--- src/hdl/fsta_pkg.sv ---
// Shared types and constants for the floor span texture address block.
package fsta_pkg;
	localparam int TexLog2 = 6;
	localparam int FracBits = 16;
	localparam int GainFrac = 30;
	localparam int RowW = 12;
	localparam int IdxW = 12;
	localparam int CfgIdxW = 3;
	localparam int QDepth = 2;

	localparam logic [31:0] TexMask = (32'd1 << TexLog2) - 32'd1;

	localparam logic [CfgIdxW-1:0] REG_ORIGIN_U = 3'd0;
	localparam logic [CfgIdxW-1:0] REG_ORIGIN_V = 3'd1;
	localparam logic [CfgIdxW-1:0] REG_HORIZON = 3'd2;
	localparam logic [CfgIdxW-1:0] REG_DEPTH = 3'd3;
	localparam logic [CfgIdxW-1:0] REG_LEFT_U = 3'd4;
	localparam logic [CfgIdxW-1:0] REG_LEFT_V = 3'd5;
	localparam logic [CfgIdxW-1:0] REG_GAIN_U = 3'd6;
	localparam logic [CfgIdxW-1:0] REG_GAIN_V = 3'd7;

	typedef enum logic [1:0] {
		CMD_PIXEL = 2'd0,
		CMD_ROW   = 2'd1,
		CMD_ERROR = 2'd2
	} cmd_t;

	// classified transaction passed from front to back
	typedef struct packed {
		cmd_t             cmd;
		logic [RowW-1:0]  row_dist;
	} task_t;
endpackage

--- src/hdl/fsta_front.sv ---
// Front end: accepts transactions, classifies against the horizon, queues them.
module fsta_front (
	input  logic                         clk,
	input  logic                         arst_n,
	input  logic                         push,
	output logic                         full,
	input  logic                         action,
	input  logic [fsta_pkg::RowW-1:0]    row_index,
	input  logic [fsta_pkg::RowW-1:0]    horizon_row,
	output logic                         q_valid,
	output fsta_pkg::task_t              q_task,
	input  logic                         q_take
);
	fsta_pkg::task_t entry_q [fsta_pkg::QDepth];
	logic wr_ptr_q, rd_ptr_q;
	logic [1:0] count_q;
	fsta_pkg::task_t t;
	logic acc;

	always_comb begin
		t.row_dist = row_index - horizon_row;
		if (action) t.cmd = fsta_pkg::CMD_PIXEL;
		else if (row_index <= horizon_row) t.cmd = fsta_pkg::CMD_ERROR;
		else t.cmd = fsta_pkg::CMD_ROW;
	end

	assign full = (count_q == 2'(fsta_pkg::QDepth));
	assign acc = push && !full;
	assign q_valid = (count_q != 2'd0);
	assign q_task = entry_q[rd_ptr_q];

	always_ff @(posedge clk) begin
		if (acc) entry_q[wr_ptr_q] <= t;
	end

	always_ff @(posedge clk or negedge arst_n) begin
		if (!arst_n) begin
			wr_ptr_q <= 1'b0;
			rd_ptr_q <= 1'b0;
			count_q <= 2'd0;
		end else begin
			if (acc) wr_ptr_q <= !wr_ptr_q;
			if (q_take) rd_ptr_q <= !rd_ptr_q;
			count_q <= count_q + {1'b0, acc} - {1'b0, q_take};
		end
	end

`ifndef NO_ASSERTIONS
	a_no_over: assert property (@(posedge clk) disable iff (!arst_n)
		count_q != 2'd3) else $error("queue count overflow");
	a_take_valid: assert property (@(posedge clk) disable iff (!arst_n)
		q_take |-> q_valid) else $error("take from empty queue");
	a_full_stall: assert property (@(posedge clk) disable iff (!arst_n)
		(full && !q_take) |=> full) else $error("full dropped without take");
`endif
endmodule

--- src/hdl/fsta_div.sv ---
// Radix-2 restoring divider: 32-bit signed numerator by 12-bit positive divisor.
module fsta_div (
	input  logic                      clk,
	input  logic                      arst_n,
	input  logic                      start,
	input  logic [31:0]               numer,
	input  logic [fsta_pkg::RowW-1:0] denom,
	output logic                      done,
	output logic [31:0]               quot
);
	logic [31:0] q_q;
	logic [fsta_pkg::RowW:0] rem_q;
	logic [fsta_pkg::RowW-1:0] den_q;
	logic neg_q, busy_q;
	logic [4:0] cnt_q;
	logic [fsta_pkg::RowW:0] trial;
	logic [fsta_pkg::RowW+1:0] diff;

	assign trial = {rem_q[fsta_pkg::RowW-1:0], q_q[31]};
	assign diff = {1'b0, trial} - {2'b00, den_q};

	always_ff @(posedge clk or negedge arst_n) begin
		if (!arst_n) begin
			busy_q <= 1'b0;
			done <= 1'b0;
			cnt_q <= 5'd0;
		end else begin
			done <= 1'b0;
			if (start) begin
				busy_q <= 1'b1;
				cnt_q <= 5'd31;
			end else if (busy_q) begin
				cnt_q <= cnt_q - 5'd1;
				if (cnt_q == 5'd0) begin
					busy_q <= 1'b0;
					done <= 1'b1;
				end
			end
		end
	end

	always_ff @(posedge clk) begin
		if (start) begin
			neg_q <= numer[31];
			q_q <= numer[31] ? (32'd0 - numer) : numer;
			rem_q <= '0;
			den_q <= denom;
		end else if (busy_q) begin
			if (!diff[fsta_pkg::RowW+1]) begin
				rem_q <= diff[fsta_pkg::RowW:0];
				q_q <= {q_q[30:0], 1'b1};
			end else begin
				rem_q <= trial;
				q_q <= {q_q[30:0], 1'b0};
			end
		end
	end

	assign quot = neg_q ? (32'd0 - q_q) : q_q;
endmodule

--- src/hdl/fsta_back.sv ---
// Back end: row setup (divide, four scaled products) and per-pixel stepping.
module fsta_back (
	input  logic                          clk,
	input  logic                          arst_n,
	input  logic                          q_valid,
	input  fsta_pkg::task_t               q_task,
	output logic                          q_take,
	input  logic [15:0]                   origin_u,
	input  logic [15:0]                   origin_v,
	input  logic [31:0]                   depth_numerator,
	input  logic [31:0]                   left_dir_u,
	input  logic [31:0]                   left_dir_v,
	input  logic [31:0]                   span_gain_u,
	input  logic [31:0]                   span_gain_v,
	output logic                          empty,
	input  logic                          pop,
	output logic [fsta_pkg::IdxW-1:0]     texel_index,
	output logic                          row_error
);
	typedef enum logic [3:0] {
		ST_RUN  = 4'b0001,
		ST_DIV  = 4'b0010,
		ST_MUL  = 4'b0100,
		ST_BASE = 4'b1000
	} state_t;

	state_t state_q;
	logic [31:0] cur_u_q, cur_v_q, step_u_q, step_v_q, dist_q;
	logic [1:0] mul_sel_q;
	logic out_valid_q;
	logic div_start, div_done;
	logic [31:0] quot;
	logic [31:0] gain;
	logic signed [63:0] prod;
	logic [31:0] scaled_val;
	logic out_free, issue, load_out;
	logic [fsta_pkg::IdxW-1:0] tex_cur;
	logic [31:0] nxt_u, nxt_v;

	fsta_div u_div (
		.clk(clk), .arst_n(arst_n), .start(div_start), .numer(depth_numerator),
		.denom(q_task.row_dist), .done(div_done), .quot(quot)
	);

	always_comb begin
		case (mul_sel_q)
			2'd0: gain = left_dir_u;
			2'd1: gain = left_dir_v;
			2'd2: gain = span_gain_u;
			default: gain = span_gain_v;
		endcase
	end
	// arithmetic shift is floor division by 2^30
	assign prod = $signed(dist_q) * $signed(gain);
	assign scaled_val = 32'(prod >>> fsta_pkg::GainFrac);

	function automatic logic [fsta_pkg::IdxW-1:0] texel(input logic [31:0] u,
		input logic [31:0] v);
		logic [31:0] iu, iv, w;
		iu = (u >> fsta_pkg::FracBits) & fsta_pkg::TexMask;
		iv = (v >> fsta_pkg::FracBits) & fsta_pkg::TexMask;
		w = (iv << fsta_pkg::TexLog2) | iu;
		return w[fsta_pkg::IdxW-1:0];
	endfunction

	assign tex_cur = texel(cur_u_q, cur_v_q);
	assign out_free = !out_valid_q || pop;
	assign issue = (state_q == ST_RUN) && q_valid && out_free
		&& (q_task.cmd != fsta_pkg::CMD_ROW);
	assign div_start = (state_q == ST_RUN) && q_valid
		&& (q_task.cmd == fsta_pkg::CMD_ROW);
	assign load_out = issue || ((state_q == ST_BASE) && out_free);
	assign q_take = load_out;
	assign empty = !out_valid_q;
	assign nxt_u = cur_u_q + step_u_q;
	assign nxt_v = cur_v_q + step_v_q;

	always_ff @(posedge clk or negedge arst_n) begin
		if (!arst_n) begin
			state_q <= ST_RUN;
			out_valid_q <= 1'b0;
			mul_sel_q <= 2'd0;
			dist_q <= '0;
			cur_u_q <= '0;
			cur_v_q <= '0;
			step_u_q <= '0;
			step_v_q <= '0;
			texel_index <= '0;
			row_error <= 1'b0;
		end else begin
			if (load_out) out_valid_q <= 1'b1;
			else if (pop) out_valid_q <= 1'b0;
			case (state_q)
				ST_RUN: begin
					if (div_start) state_q <= ST_DIV;
					else if (issue) begin
						if (q_task.cmd == fsta_pkg::CMD_ERROR) begin
							texel_index <= '0;
							row_error <= 1'b1;
						end else begin
							texel_index <= tex_cur;
							row_error <= 1'b0;
							cur_u_q <= nxt_u;
							cur_v_q <= nxt_v;
						end
					end
				end
				ST_DIV: begin
					if (div_done) begin
						dist_q <= quot;
						mul_sel_q <= 2'd0;
						state_q <= ST_MUL;
					end
				end
				ST_MUL: begin
					mul_sel_q <= mul_sel_q + 2'd1;
					case (mul_sel_q)
						2'd0: cur_u_q <= scaled_val;
						2'd1: cur_v_q <= scaled_val;
						2'd2: step_u_q <= scaled_val;
						default: begin
							step_v_q <= scaled_val;
							state_q <= ST_BASE;
						end
					endcase
				end
				ST_BASE: begin
					if (out_free) begin
						cur_u_q <= nxt_u + {origin_u, 16'h0000};
						cur_v_q <= nxt_v + {origin_v, 16'h0000};
						texel_index <= texel(cur_u_q + {origin_u, 16'h0000},
							cur_v_q + {origin_v, 16'h0000});
						row_error <= 1'b0;
						state_q <= ST_RUN;
					end
				end
				default: state_q <= ST_RUN;
			endcase
		end
	end

`ifndef NO_ASSERTIONS
	a_onehot: assert property (@(posedge clk) disable iff (!arst_n)
		$onehot(state_q)) else $error("state not one-hot");
	a_take_run: assert property (@(posedge clk) disable iff (!arst_n)
		q_take |-> (state_q == ST_RUN || state_q == ST_BASE))
		else $error("take outside run or base");
	a_hold: assert property (@(posedge clk) disable iff (!arst_n)
		(out_valid_q && !pop) |=> $stable(texel_index))
		else $error("waiting result changed");
`endif
endmodule

--- src/hdl/floor_span_texture_address_top.sv ---
// Top level: configuration registers, front classifier and back address engine.
// A next-pixel transaction goes through the two-entry queue into the output register;
// pixels can issue one per cycle while the output register is free and no row is being set up.
// A row start's result passes the divider start, the 32-step radix-2 divide, four
// multiplies on one 32x32 multiplier and the base load into the output register.
// arst_n clears registers, positions, steps, queue and output valid.
module floor_span_texture_address_top (
	input  logic        clk,
	input  logic        arst_n,
	input  logic        push,
	output logic        full,
	input  logic        action,
	input  logic [11:0] row_index,
	output logic        empty,
	input  logic        pop,
	output logic [11:0] texel_index,
	output logic        row_error,
	input  logic        cfg_we,
	input  logic [fsta_pkg::CfgIdxW-1:0] cfg_index,
	input  logic [31:0] cfg_data
);
	logic [15:0] origin_u_q, origin_v_q;
	logic [11:0] horizon_q;
	logic [31:0] depth_q, left_u_q, left_v_q, gain_u_q, gain_v_q;
	logic q_valid, q_take;
	fsta_pkg::task_t q_task;

	always_ff @(posedge clk or negedge arst_n) begin
		if (!arst_n) begin
			origin_u_q <= '0; origin_v_q <= '0; horizon_q <= '0; depth_q <= '0;
			left_u_q <= '0; left_v_q <= '0; gain_u_q <= '0; gain_v_q <= '0;
		end else if (cfg_we) begin
			case (cfg_index)
				fsta_pkg::REG_ORIGIN_U: origin_u_q <= cfg_data[15:0];
				fsta_pkg::REG_ORIGIN_V: origin_v_q <= cfg_data[15:0];
				fsta_pkg::REG_HORIZON:  horizon_q <= cfg_data[11:0];
				fsta_pkg::REG_DEPTH:    depth_q <= cfg_data;
				fsta_pkg::REG_LEFT_U:   left_u_q <= cfg_data;
				fsta_pkg::REG_LEFT_V:   left_v_q <= cfg_data;
				fsta_pkg::REG_GAIN_U:   gain_u_q <= cfg_data;
				fsta_pkg::REG_GAIN_V:   gain_v_q <= cfg_data;
				default: ;
			endcase
		end
	end

	fsta_front u_front (
		.clk(clk), .arst_n(arst_n), .push(push), .full(full), .action(action),
		.row_index(row_index), .horizon_row(horizon_q), .q_valid(q_valid),
		.q_task(q_task), .q_take(q_take)
	);

	fsta_back u_back (
		.clk(clk), .arst_n(arst_n), .q_valid(q_valid), .q_task(q_task),
		.q_take(q_take), .origin_u(origin_u_q), .origin_v(origin_v_q),
		.depth_numerator(depth_q), .left_dir_u(left_u_q), .left_dir_v(left_v_q),
		.span_gain_u(gain_u_q), .span_gain_v(gain_v_q), .empty(empty), .pop(pop),
		.texel_index(texel_index), .row_error(row_error)
	);
endmodule

--- config.mk ---
export PLATFORM = sky130hd
export DESIGN_NAME = floor_span_texture_address_top
export DESIGN_NICKNAME = d
export VERILOG_FILES = /design/src/hdl/fsta_pkg.sv /design/src/hdl/fsta_front.sv /design/src/hdl/fsta_div.sv /design/src/hdl/fsta_back.sv /design/src/hdl/floor_span_texture_address_top.sv
export SDC_FILE = /design/constraint.sdc
export NUM_CORES = 2
export LEC_CHECK = 0
export BUFFER_PORTS_ARGS = -buffer_cell sky130_fd_sc_hd__buf_4
export CAP_MARGIN = 40
export CORE_UTILIZATION = 60
export CTS_CLUSTER_DIAMETER = 50
export DETAILED_ROUTE_END_ITERATION = 10
export PLACE_DENSITY = 0.76
export SKIP_LAST_GASP = 1
export SLEW_MARGIN = 20
export SYNTH_ARGS = -nofsm -noshare
export SYNTH_HDL_FRONTEND = slang
export SYNTH_SLANG_ARGS = --single-unit
--- constraint.sdc ---
create_clock -name clk -period 10.45 [get_ports clk]
set_clock_uncertainty 0.05 [all_clocks]
set_input_delay 1.045 -clock clk [delete_from_list [all_inputs] [get_ports clk]]
set_output_delay 1.045 -clock clk [all_outputs]
set_load 0.01 [all_outputs]
==> results.md <==
* Cell row count at 108
* Synth Net Count at 6624
* CTS tree: yes
* CP Class: flip-flop to flip-flop
* Crit path launch type: flip-flop
* Max Cap Viol at 0
* Crit-path max cell delay at 0.67 ns
* Netlist cell types at 76
* Post-DP HPWL at 109200 µm
* DRC violations left at 0
* CP max stage cell: ha_1
* Pin count of the biggest net entering global routing at 83
* CP arrival at 10.44 ns
* RSZ-0062 raised after global routing: false
* Fraction of synthesized cell area in xor and xnor cells at 3.117%
* Tot GR Track Use at 32.30%
* Grt total ovfl at 0
* Post_cts resized at 0
* Worst Max-Slew Pin Slew at 0.8944 ns
* Max Fclk at 0.1002 GHz
* Buffers on Ports at 67
* Compound-Gate Fraction of Synth Area at 7.440%
* Outcome: complete, no violations
* Placement Setup Slack at 0.4816 ns
* Setup TNS at 0 ns
* Portion of netlist area occupied by mux cells at 5.164%
* Non-Filler Instances at 6534
* Post-synthesis adder-cell area fraction at 41.25%
* Fin crit period at 9.984 ns
* Min setup slack post-route at 0.4663 ns
* Syn Std Cell Area at 0.05282 mm²
* # IOs at 68
* DR vias at 38.14k
* Hold Path Class: primary input to asynchronous set/reset pin
* Synth Flop Type: dfrtp_1
* RePlAce Congestion at 0.9251
* Post-CTS Setup Bufs at 0
* WL/cell at 21.16 µm
* Hold bufs inserted after CTS at 0
* Fin nets at 6587
* Max-slew violations at 0
* Clock sinks at 420
* FF-to-FF path depth at 31
* Post-synthesis sequential area ratio at 20.48%
* H-tree Lvls at 2
* # fillers at 6854
* CP Capture Type: flip-flop
* Initial drt markers at 3012
* Clock Tree Buf Depth at 3
* Routed WL at 138300 µm
* Slew HR at 40.24%
* Final hold violation count at 0
* Top area cells in the synthesized netlist: fa_1, dfrtp_1, inv_1
* EDFF count, synth at 73
* Reg2reg start: u_back.mul_sel_q[0]
* Chip width at 298.7 µm
* Yosys warns at 0
* Final Cycle Share at 95.54%
* Worst-path clk slew at 0.07 ns
* Worst skew pair latency at 0.58 ns
* Top-area cell type share of the netlist area at 35.02%
* Post-route ant nets at 0
* Async S/R FF share, synth at 79.76%
* R2R Setup Slk at 0.47 ns
* Layout Utilization at 65.16%
* Synthesized instance count at 5384
* Initial Utilization at 60.70%
* Initial antenna violation count at 9
* Main combinational cell family by area after synthesis: adder cells
* Post-synthesis simple-gate area fraction at 13.75%
* Vias in the first global route at 40.30k
* Syn avg cell area at 9.811 µm²
* Dpl cells at 6454
* Register bit total from synthesis at 420
* WP data required at 10.91 ns
* Area delta synth->final at 7.340%
* Die Ht at 298.7 µm
* First-pass iteration count of the detailed router at 7
* Global-route wire length before repair at 224700 µm
* R2r endpoint: u_back.cur_v_q[15]
* Layout cells sized above 1 at 10.08%
* Core area at 0.08702 mm²
* CP dominant cell by count: fa_1
* Area leader, netlist: fa_1
* Worst-path maximum fanout at 17
* Vias per inst at 5.836
* CTS Buf Count at 40
* CTS Root Cell: clkbuf_16
* # setup viols final at 0
* DIE AREA at 0.08923 mm²
## synthesized netlist by cell type, types with 43 or more instances
library cell,n
inv_1,952
fa_1,924
nand2_1,680
and2_1,473
dfrtp_1,334
clkbuf_1,270
ha_1,263
mux2_2,204
o21ai_0,187
a21oi_1,151
nor2_1,141
xnor2_1,95
xor2_1,93
edfxtp_1,73
a21o_1,61
mux2i_1,43
## critical path, delay by kind of cell, from the launching register on
family / cells / cell delay (ns)
and+or+nand+nor: 4 / 1.01
DFF: 1 / 0.45
adders and majority gates: 10 / 4.83
muxes: 1 / 0.66
AOI/OAI and AO/OA: 8 / 2.07
buffers and inverters: 8 / 0.79
## area by class of cell
type                       count  area [µm²]  area share, %
clock buffer                  59        1175          2.072
timing repair buffer         204        1856          3.272
tap                         1155        1445          2.549
multi-input combinational   3728       37630          66.37
inverter                     953        3577          6.309
antenna                        1       2.502       0.004413
sequential                   420       10820          19.08
clock inverter                14       195.2         0.3442
## metrics by stage
| stage | cell area (µm²) | hold WS [ns] |
|---|---|---|
| after floorplan | 52820 | 0.3867 |
| after CTS | 56590 | 0.4264 |
| after global placement | 54830 | 0.4072 |
| after detailed placement | 55220 | 0.4167 |
| after global routing | 56700 | 0.4566 |
| final | 56700 | 0.4126 |
## cell families (layout without fill, tap and decap cells)
logic type	count (synthesis)	after routing
flops	420	420
compound gates	617	617
other cells	0	1
mux	247	247
fa+ha+maj	1187	1187
xor+xnor	188	188
buf+inv	1236	1230
simple gates	1489	1489
## cell usage in the layout (no fill, tap or decap), types with 10 or more instances in the layout
| cell type | n |
|---|---|
| o21ai_0 | 187 |
| edfxtp_1 | 73 |
| or4_1 | 11 |
| nand2_1 | 679 |
| o21a_1 | 16 |
| mux2i_1 | 12 |
| xnor2_1 | 95 |
| or3_1 | 18 |
| clkbuf_16 | 42 |
| a31oi_1 | 26 |
| o21bai_1 | 12 |
| buf_4 | 171 |
| mux2i_2 | 18 |
| a21o_1 | 61 |
| xor2_1 | 93 |
| a21oi_1 | 150 |
| fa_1 | 924 |
| o31ai_1 | 27 |
| dfxtp_1 | 12 |
| inv_1 | 952 |
| clkbuf_1 | 11 |
| nand4_1 | 14 |
| a21boi_0 | 10 |
| dfrtp_1 | 333 |
| nor2b_1 | 16 |
| and2_1 | 473 |
| nor3_1 | 29 |
| ha_1 | 262 |
| nand2b_1 | 12 |
| nand3_1 | 26 |
| nor2_1 | 140 |
| a22oi_1 | 13 |
| or2_2 | 20 |
| buf_8 | 17 |
| mux2_2 | 204 |
| mux2i_4 | 13 |
| a222oi_1 | 32 |
## layer usage
layer,GRT usage [%],up-vias,share of wire (%)
met5,0,-,0.061
met4,9.985,12,3.4
met3,5.983,292,8.9
met2,52.84,1691,47
met1,44.03,19480,40
li1,-,16660,-
## sequential cells by signal, summed over array words and instances, names as in the netlist, 5 cells and up
signal / flops
depth_q: 32
gain_u_q: 32
gain_v_q: 32
left_u_q: 32
left_v_q: 32
u_back.dist_q: 32
u_back.u_div.q_q: 32
u_front.entry_q: 28
u_back.cur_u_q: 22
u_back.cur_v_q: 22
u_back.step_u_q: 22
u_back.step_v_q: 22
horizon_q: 12
u_back.texel_index: 12
u_back.u_div.den_q: 12
u_back.u_div.rem_q: 12
origin_u_q: 6
origin_v_q: 6
u_back.u_div.cnt_q: 5
## worst max-delay path by stage
stage	start	end
3_5_place_dp	u_back.mul_sel_q[0]	u_back.cur_v_q[14]
2_1_floorplan	u_back.mul_sel_q[0]	u_back.cur_v_q[20]
6_report	u_back.mul_sel_q[0]	u_back.cur_v_q[15]
3_3_place_gp	u_back.mul_sel_q[0]	u_back.cur_u_q[12]
5_1_grt	u_back.mul_sel_q[0]	u_back.cur_v_q[15]
4_1_cts	u_back.mul_sel_q[0]	u_back.cur_v_q[14]
Power is not shown: default switching activity piles up to over one toggle a cycle in this logic, so the estimate is an artifact.
